==> config.mk <==
export PLATFORM = sky130hd
export DESIGN_NAME = dominant_plane_flow_mask_flat
export DESIGN_NICKNAME = d
export VERILOG_FILES = /design/src/hw/rtl/dpfm_pkg.sv /design/src/hw/rtl/dpfm_if.sv /design/src/hw/rtl/dominant_plane_flow_mask.sv /design/src/flat_wrapper.sv
export SDC_FILE = /design/constraint.sdc
export NUM_CORES = 2
export LEC_CHECK = 0
export BUFFER_PORTS_ARGS = -buffer_cell sky130_fd_sc_hd__buf_2
export CAP_MARGIN = 25
export CORE_AREA = 2 2 388 390
export CTS_CLUSTER_SIZE = 40
export DETAILED_ROUTE_END_ITERATION = 16
export DIE_AREA = 0 0 390 392
export PLACE_DENSITY = 0.75
export SYNTH_ARGS = -nofsm -noshare
export SYNTH_HDL_FRONTEND = slang
export SYNTH_SLANG_ARGS = --single-unit
==> constraint.sdc <==
create_clock -name clk_i -period 10.95 [get_ports clk_i]
set_clock_uncertainty 0.2 [all_clocks]
set_input_delay 0.5475 -clock clk_i [delete_from_list [all_inputs] [get_ports clk_i]]
set_output_delay 0.5475 -clock clk_i [all_outputs]
set_load 0.005 [all_outputs]
==> src/hw/rtl/dpfm_pkg.sv <==
// Shared types, widths and constants of the dominant-plane flow mask.
package dpfm_pkg;

  // Pixel coordinate width; only the low CoordBits bits of a coordinate are used.
  localparam int CoordBits = 12;

  localparam int FlowW   = 16;
  localparam int MatW    = 16;
  localparam int DiagW   = MatW + 1;
  localparam int OffW    = 24;
  localparam int TolW    = 16;
  localparam int TolSqW  = 2 * TolW;
  localparam int MaskW   = 8;
  localparam int CfgIdxW = 3;
  localparam int CfgW    = 24;

  // Product, sum, rounded and offset-added widths of the plane prediction.
  localparam int ProdW   = DiagW + CoordBits + 1;
  localparam int SumW    = ProdW + 2;
  localparam int FracW   = 8;
  localparam int ShW     = SumW - FracW;
  localparam int PlaneW  = ((ShW > OffW) ? ShW : OffW) + 1;

  // Flow difference and squared distance widths.
  localparam int DiffW   = FlowW + 1;
  localparam int SqW     = 2 * DiffW;
  localparam int DistW   = SqW + 1;

  localparam int Q14One    = 16384;
  localparam int RoundBias = 128;
  localparam int FlowMax   = 32767;
  localparam int FlowMin   = -32768;
  localparam int TolReset  = 64;

  localparam logic [MaskW-1:0] MaskOn  = 8'd255;
  localparam logic [MaskW-1:0] MaskOff = 8'd0;

  typedef enum logic [CfgIdxW-1:0] {
    CfgA11    = 3'd0,
    CfgA12    = 3'd1,
    CfgA21    = 3'd2,
    CfgA22    = 3'd3,
    CfgOffX   = 3'd4,
    CfgOffY   = 3'd5,
    CfgTol    = 3'd6
  } cfg_idx_e;

  // Clamp a predicted flow component to the signed 16-bit range.
  function automatic logic signed [FlowW-1:0] sat_flow(input logic signed [PlaneW-1:0] v);
    logic signed [FlowW-1:0] r;
    if (v > PlaneW'(FlowMax)) begin
      r = FlowW'(FlowMax);
    end else if (v < PlaneW'(FlowMin)) begin
      r = FlowW'(FlowMin);
    end else begin
      r = v[FlowW-1:0];
    end
    return r;
  endfunction

endpackage

==> src/hw/rtl/dpfm_if.sv <==
// Valid/ready channel interfaces for pixel transactions and result transactions.
interface dpfm_pix_if;
  import dpfm_pkg::*;

  logic                    valid;
  logic                    ready;
  logic [CoordBits-1:0]    pixel_col;
  logic [CoordBits-1:0]    pixel_row;
  logic signed [FlowW-1:0] flow_x;
  logic signed [FlowW-1:0] flow_y;

  modport source (output valid, output pixel_col, output pixel_row, output flow_x,
                  output flow_y, input ready);
  modport sink   (input valid, input pixel_col, input pixel_row, input flow_x,
                  input flow_y, output ready);
endinterface

interface dpfm_res_if;
  import dpfm_pkg::*;

  logic                    valid;
  logic                    ready;
  logic signed [FlowW-1:0] plane_flow_x;
  logic signed [FlowW-1:0] plane_flow_y;
  logic [MaskW-1:0]        mask_value;

  modport source (output valid, output plane_flow_x, output plane_flow_y,
                  output mask_value, input ready);
  modport sink   (input valid, input plane_flow_x, input plane_flow_y,
                  input mask_value, output ready);
endinterface

==> src/hw/rtl/dominant_plane_flow_mask.sv <==
// Top level of the dominant-plane flow mask: a four-stage pixel pipeline.
// Throughput is one pixel per cycle; each stage holds when the stage after it is full and stalled.
// The pipeline stages are multiply, round and saturate, square, then compare and output.
// Reset (rst_ni low, asynchronous) empties the pipeline and returns every configuration
// register to its reset value: identity matrix, zero offsets, tolerance of 64.
module dominant_plane_flow_mask (
  input  logic                              clk_i,
  input  logic                              rst_ni,
  input  logic                              cfg_we_i,
  input  logic [dpfm_pkg::CfgIdxW-1:0]      cfg_idx_i,
  input  logic [dpfm_pkg::CfgW-1:0]         cfg_data_i,
  dpfm_pix_if.sink                          pix_i,
  dpfm_res_if.source                        res_o
);
  import dpfm_pkg::*;

  // Configuration. The matrix diagonal is stored already reduced by one (A - I),
  // and the tolerance is stored squared, so neither costs logic in the pixel path.
  logic signed [DiagW-1:0]  diag_x_q, diag_y_q;
  logic signed [MatW-1:0]   cross_x_q, cross_y_q;
  logic signed [OffW-1:0]   off_x_q, off_y_q;
  logic [TolSqW-1:0]        tol_sq_q;
  logic [TolW-1:0]          tol_wr;

  assign tol_wr = cfg_data_i[TolW-1:0];

  always_ff @(posedge clk_i or negedge rst_ni) begin
    if (!rst_ni) begin
      diag_x_q  <= '0;
      diag_y_q  <= '0;
      cross_x_q <= '0;
      cross_y_q <= '0;
      off_x_q   <= '0;
      off_y_q   <= '0;
      tol_sq_q  <= TolSqW'(TolReset * TolReset);
    end else if (cfg_we_i) begin
      unique case (cfg_idx_i)
        CfgA11:  diag_x_q  <= DiagW'($signed(cfg_data_i[MatW-1:0])) - DiagW'(Q14One);
        CfgA12:  cross_x_q <= $signed(cfg_data_i[MatW-1:0]);
        CfgA21:  cross_y_q <= $signed(cfg_data_i[MatW-1:0]);
        CfgA22:  diag_y_q  <= DiagW'($signed(cfg_data_i[MatW-1:0])) - DiagW'(Q14One);
        CfgOffX: off_x_q   <= $signed(cfg_data_i[OffW-1:0]);
        CfgOffY: off_y_q   <= $signed(cfg_data_i[OffW-1:0]);
        CfgTol:  tol_sq_q  <= TolSqW'(tol_wr) * TolSqW'(tol_wr);
        default: ;
      endcase
    end
  end

  // Stage handshake. A stage takes new data when it is empty or when its
  // content moves on in the same cycle, so bubbles collapse during a stall.
  logic v1_q, v2_q, v3_q, v4_q;
  logic rdy1, rdy2, rdy3, rdy4;

  assign rdy4        = !v4_q || res_o.ready;
  assign rdy3        = !v3_q || rdy4;
  assign rdy2        = !v2_q || rdy3;
  assign rdy1        = !v1_q || rdy2;
  assign pix_i.ready = rdy1;

  always_ff @(posedge clk_i or negedge rst_ni) begin
    if (!rst_ni) begin
      v1_q <= 1'b0;
      v2_q <= 1'b0;
      v3_q <= 1'b0;
      v4_q <= 1'b0;
    end else begin
      if (rdy1) v1_q <= pix_i.valid;
      if (rdy2) v2_q <= v1_q;
      if (rdy3) v3_q <= v2_q;
      if (rdy4) v4_q <= v3_q;
    end
  end

  // Stage 1: the four matrix products. Coordinates are unsigned, so they are
  // widened with a zero sign bit before the signed multiply.
  logic signed [CoordBits:0] col_s, row_s;
  logic signed [ProdW-1:0]   px_diag_q, px_cross_q, py_diag_q, py_cross_q;
  logic signed [FlowW-1:0]   fx1_q, fy1_q;

  assign col_s = $signed({1'b0, pix_i.pixel_col});
  assign row_s = $signed({1'b0, pix_i.pixel_row});

  always_ff @(posedge clk_i) begin
    if (rdy1 && pix_i.valid) begin
      px_diag_q  <= ProdW'(diag_x_q) * ProdW'(col_s);
      px_cross_q <= ProdW'(cross_x_q) * ProdW'(row_s);
      py_diag_q  <= ProdW'(diag_y_q) * ProdW'(row_s);
      py_cross_q <= ProdW'(cross_y_q) * ProdW'(col_s);
      fx1_q      <= pix_i.flow_x;
      fy1_q      <= pix_i.flow_y;
    end
  end

  // Stage 2: sum the products, round from Q.14 to 1/64 pixel (add half, then
  // floor by an arithmetic shift), add the offset and saturate.
  logic signed [SumW-1:0]   sum_x, sum_y;
  logic signed [PlaneW-1:0] plane_x, plane_y;
  logic signed [FlowW-1:0]  px2_q, py2_q, fx2_q, fy2_q;

  always_comb begin
    sum_x   = SumW'(px_diag_q) + SumW'(px_cross_q) + SumW'(RoundBias);
    sum_y   = SumW'(py_diag_q) + SumW'(py_cross_q) + SumW'(RoundBias);
    plane_x = PlaneW'($signed(sum_x[SumW-1:FracW])) + PlaneW'(off_x_q);
    plane_y = PlaneW'($signed(sum_y[SumW-1:FracW])) + PlaneW'(off_y_q);
  end

  always_ff @(posedge clk_i) begin
    if (rdy2 && v1_q) begin
      px2_q <= sat_flow(plane_x);
      py2_q <= sat_flow(plane_y);
      fx2_q <= fx1_q;
      fy2_q <= fy1_q;
    end
  end

  // Stage 3: differences between measured and predicted flow, squared.
  logic signed [DiffW-1:0] dx, dy;
  logic [SqW-1:0]          sq_x_q, sq_y_q;
  logic signed [FlowW-1:0] px3_q, py3_q;

  assign dx = DiffW'(fx2_q) - DiffW'(px2_q);
  assign dy = DiffW'(fy2_q) - DiffW'(py2_q);

  always_ff @(posedge clk_i) begin
    if (rdy3 && v2_q) begin
      sq_x_q <= $unsigned(SqW'(dx) * SqW'(dx));
      sq_y_q <= $unsigned(SqW'(dy) * SqW'(dy));
      px3_q  <= px2_q;
      py3_q  <= py2_q;
    end
  end

  // Stage 4: strict compare of the squared distance against the squared
  // tolerance. A zero tolerance can never match.
  logic [DistW-1:0]        dist_sq;
  logic signed [FlowW-1:0] px4_q, py4_q;
  logic [MaskW-1:0]        mask4_q;

  assign dist_sq = DistW'(sq_x_q) + DistW'(sq_y_q);

  always_ff @(posedge clk_i) begin
    if (rdy4 && v3_q) begin
      px4_q   <= px3_q;
      py4_q   <= py3_q;
      mask4_q <= (dist_sq < DistW'(tol_sq_q)) ? MaskOn : MaskOff;
    end
  end

  assign res_o.valid        = v4_q;
  assign res_o.plane_flow_x = px4_q;
  assign res_o.plane_flow_y = py4_q;
  assign res_o.mask_value   = mask4_q;

  // A zero tolerance must always give an empty mask.
  a_zero_tol_no_match: assert property (@(posedge clk_i) disable iff (!rst_ni)
    res_o.valid && tol_sq_q == '0 |-> res_o.mask_value == MaskOff)
    else $error("mask set with zero tolerance");

  // The mask byte only ever takes its two legal codes.
  a_mask_codes: assert property (@(posedge clk_i) disable iff (!rst_ni)
    res_o.valid |-> (res_o.mask_value == MaskOn || res_o.mask_value == MaskOff))
    else $error("mask byte is neither on nor off");

  // With every stage full and the output stalled, no pixel may be accepted.
  a_full_stall: assert property (@(posedge clk_i) disable iff (!rst_ni)
    v1_q && v2_q && v3_q && v4_q && !res_o.ready |-> !pix_i.ready)
    else $error("pixel accepted into a full stalled pipeline");

  // An accepted pixel always occupies the first stage in the next cycle.
  a_accept_fills: assert property (@(posedge clk_i) disable iff (!rst_ni)
    pix_i.valid && pix_i.ready |=> v1_q)
    else $error("accepted pixel lost at stage one");

endmodule

==> src/flat_wrapper.sv <==
// flat-port wrapper written by rule: the top's interface ports become plain ports
module dominant_plane_flow_mask_flat import dpfm_pkg::*;
  (clk_i, rst_ni, cfg_we_i, cfg_idx_i, cfg_data_i, pix_i_valid, pix_i_pixel_col, pix_i_pixel_row, pix_i_flow_x, pix_i_flow_y, pix_i_ready, res_o_valid, res_o_plane_flow_x, res_o_plane_flow_y, res_o_mask_value, res_o_ready);
  dpfm_pix_if pix_i_i ();
  dpfm_res_if res_o_i ();
  input  logic clk_i;
  input  logic rst_ni;
  input  logic cfg_we_i;
  input  logic [dpfm_pkg::CfgIdxW-1:0] cfg_idx_i;
  input  logic [dpfm_pkg::CfgW-1:0] cfg_data_i;
  input wire logic [$bits(pix_i_i.valid)-1:0] pix_i_valid;
  input wire logic [$bits(pix_i_i.pixel_col)-1:0] pix_i_pixel_col;
  input wire logic [$bits(pix_i_i.pixel_row)-1:0] pix_i_pixel_row;
  input wire logic [$bits(pix_i_i.flow_x)-1:0] pix_i_flow_x;
  input wire logic [$bits(pix_i_i.flow_y)-1:0] pix_i_flow_y;
  output wire logic [$bits(pix_i_i.ready)-1:0] pix_i_ready;
  output wire logic [$bits(res_o_i.valid)-1:0] res_o_valid;
  output wire logic [$bits(res_o_i.plane_flow_x)-1:0] res_o_plane_flow_x;
  output wire logic [$bits(res_o_i.plane_flow_y)-1:0] res_o_plane_flow_y;
  output wire logic [$bits(res_o_i.mask_value)-1:0] res_o_mask_value;
  input wire logic [$bits(res_o_i.ready)-1:0] res_o_ready;
  assign pix_i_i.valid = pix_i_valid;
  assign pix_i_i.pixel_col = pix_i_pixel_col;
  assign pix_i_i.pixel_row = pix_i_pixel_row;
  assign pix_i_i.flow_x = pix_i_flow_x;
  assign pix_i_i.flow_y = pix_i_flow_y;
  assign pix_i_ready = pix_i_i.ready;
  assign res_o_valid = res_o_i.valid;
  assign res_o_plane_flow_x = res_o_i.plane_flow_x;
  assign res_o_plane_flow_y = res_o_i.plane_flow_y;
  assign res_o_mask_value = res_o_i.mask_value;
  assign res_o_i.ready = res_o_ready;
  dominant_plane_flow_mask u_core (.clk_i(clk_i), .rst_ni(rst_ni), .cfg_we_i(cfg_we_i), .cfg_idx_i(cfg_idx_i), .cfg_data_i(cfg_data_i), .pix_i(pix_i_i), .res_o(res_o_i));
endmodule
==> results.tsv <==
metric	value	unit
cp_common_cell	fa_1	
io_buffer_count	129	
reg2reg_to	u_core.sq_y_q[32]	
vias	55300	
grt_pass1_wl	310	mm
synth_area	79700	um^2
crit_end	u_core.sq_y_q[32]	
cp.depth	34	
status	complete, no violations	
cts_setup_buffers	0	
final_cells	10100	
root_buffer	clkbuf_16	
clkLatencyLatePin	0.67	ns
drt-initial-drc-count	3461	
max_freq	99.7	MHz
track_usage	0.258	
met3_usage	0.0347	
synthCells	8094	
slowest_stage	a2111oi_0	
num_rows	142	
cp_max_fo	11	
drv_cap	0	
drt-total-wl	189	mm
crit_start	u_core.py2_q[0]	
gp_congestion	0.919	
grt_pass1_vias	60200	
synth_seq_cells	494	
synthToLayoutAreaGrowth	6.15	%
syn-num-nets	10400	
fillers	12600	
grt_util_met2	0.449	
use_met1	0.318	
cp.required	11.22	ns
final_max_slew_viol_count	0	
synth-seq-area-share	0.177	
arrival	10.30	ns
firstDrtPassIters	7	
crit_buf_inv	5	
nNetsFinal	10400	
ioPinCount	130	
synth-edff-count	345	
die_w	390	um
fin_crit	10.03	ns
hold_viol	0	
path_class	reg -> reg	
worst_pin_slew	1.13	ns
place_area	82200	um^2
htree_levels	2	
dp_cells	9963	
reg2reg_depth	34	
timing.slew.headroom	0.237	
ys_warn_count	0	
cts.reportedPaths.clkPinSlew	0.07	ns
fp.dieArea	153000	um^2
avgSynthCellArea	9.85	um^2
synth.distinct_cells	77	
overflow	0	
fp.dieH	392	um
core	149000	um^2
finalCritPeriodShare	0.916	
hp-class	in -> reg	
critPathCaptureType	flip-flop	
cts_tree	built	
place_hpwl	150	mm
start_util	0.535	
r2r_slack	0.92	ns
fin_tns_setup	0	ns
vias_per_cell	5.47	
crit_family	adder cells	
remaining_drc_errors	0	
grt_max_degree	75	
antenna_found_initial	10	
antenna_left	0	
cts_buffers	56	
wl_per_cell	18.7	um
grt_setup_unrepaired	false	
clkSinkCount	494	
drive_gt1_frac	0.0529	
design_area	84600	um^2
synthArstFlopShare	0.302	
gr-max-usage-layer	met2	
critPathLaunchType	flip-flop	
cpPeakStageDelay	0.67	ns
r2r-start	u_core.py2_q[0]	
timing.final.setup_violations	0	
clk_path_buf_depth	3	
synthFlopType	edfxtp_1	
-- cell usage after synthesis (19+ instances only) --
library cell	count	area, um^2
mux2_2	93	1050
fa_1	1442	28900
xnor2_1	236	2070
nand2_1	773	2900
nor2b_1	51	319
or2_2	33	206
inv_1	1849	6940
or3_1	19	119
nand2b_1	49	307
o21ai_0	172	861
nand4_1	22	138
xor2_1	106	928
and3_1	25	156
nor3_1	81	405
nand3_1	46	230
a31oi_1	25	156
clkbuf_1	244	916
a21o_1	104	781
dfrtp_1	148	3700
ha_1	797	9970
o21a_1	51	383
nor2_1	391	1470
o21bai_1	35	263
a21oi_1	222	1110
edfxtp_1	345	10400
a211oi_1	25	188
and2_1	473	2960
-- placed cells by master (no fill, tap or decap), drive strengths merged, types with 65 or more instances in the layout --
cell	Yosys	routed
inv	1852	1861
nor2	391	391
clkbuf	244	65
xnor2	236	236
mux2	93	93
xor2	106	106
edfxtp	345	345
a21oi	222	222
o21ai	185	185
fa	1442	1442
buf	9	180
nor3	81	81
a21o	104	104
and2	473	473
ha	797	797
dfrtp	148	148
nand2	773	773
-- sequential cells by signal (all words and copies together), names as in the netlist, 17 cells and up --
| signal | count |
|---|---|
| u_core.py_cross_q | 29 |
| u_core.tol_sq_q | 31 |
| u_core.off_x_q | 24 |
| u_core.diag_x_q | 17 |
| u_core.off_y_q | 24 |
| u_core.diag_y_q | 17 |
| u_core.px_cross_q | 29 |
| u_core.px_diag_q | 30 |
| u_core.sq_x_q | 33 |
| u_core.sq_y_q | 33 |
| u_core.py_diag_q | 30 |
-- cells by family after synthesis --
| kind of cell | share of synthesized area |
|---|---|
| adder cells (fa/ha/maj) | 0.487 |
| buffers and inverters | 0.100 |
| AND/OR/NAND/NOR | 0.119 |
| AO/OA/AOI/OAI | 0.0650 |
| flip-flops | 0.177 |
| XOR/XNOR | 0.0376 |
| multiplexers | 0.0140 |
-- worst reg2reg max path, delay by kind of cell (launching register included) --
| family | cells | cell delay [ns] |
|---|---|---|
| fa+ha+maj | 9 | 3.96 |
| compound gates | 12 | 3.29 |
| simple gates | 8 | 1.41 |
| buf+inv | 5 | 0.56 |
| flops | 1 | 0.40 |
-- what timing repair did --
action,CTS,global route
endpoints found under the hold margin,66,0
setup endpoints to repair,0,2
hold buffers,35,0
gates resized for setup,0,2
-- stage by stage --
stage                     worst slack (ns)  utilization  hold WS, ns
final                                0.917        0.568       0.0407
after global routing                 0.152        0.568       0.0210
after global placement               0.956        0.552        0.204
after floorplan                       1.83            -       0.0519
after CTS                            0.649        0.568     0.000210
after detailed placement             0.693        0.552        0.205
-- final cells by class --
type,count,area [um^2],share of cell area
Multi-Input combinational cell,5480,57700,0.682
Sequential cell,494,14100,0.167
Inverter,1867,7010,0.0829
Tap cell,1944,2430,0.0287
Clock buffer,65,1490,0.0176
Timing Repair Buffer,215,1430,0.0168
Clock inverter,40,479,0.00566
Antenna cell,3,7.51,0.0000887
-- worst min path at each step --
stage | start | endpoint | slack [ns] | cells past startpoint
after floorplan | rst_ni | u_core.cross_x_q[0] | 0.05 | 0
after global placement | u_core.py3_q[7] | u_core.res_o.plane_flow_y[7] | 0.20 | 0
after detailed placement | u_core.fy1_q[14] | u_core.fy2_q[14] | 0.20 | 0
after CTS | cfg_data_i[20] | u_core.off_x_q[20] | 0.0002 | 2
after global routing | cfg_data_i[22] | u_core.off_x_q[22] | 0.02 | 2
final | cfg_data_i[19] | u_core.off_x_q[19] | 0.04 | 2
-- routing by layer --
| layer | vias to the layer above | share of wire |
|---|---|---|
| met5 | - | 0.00020 |
| met4 | 6 | 0.053 |
| met3 | 448 | 0.060 |
| met2 | 1714 | 0.50 |
| met1 | 28100 | 0.39 |
| li1 | 25000 | - |
Power is not shown: default switching activity piles up to over one toggle a cycle in this logic, so the estimate is an artifact.
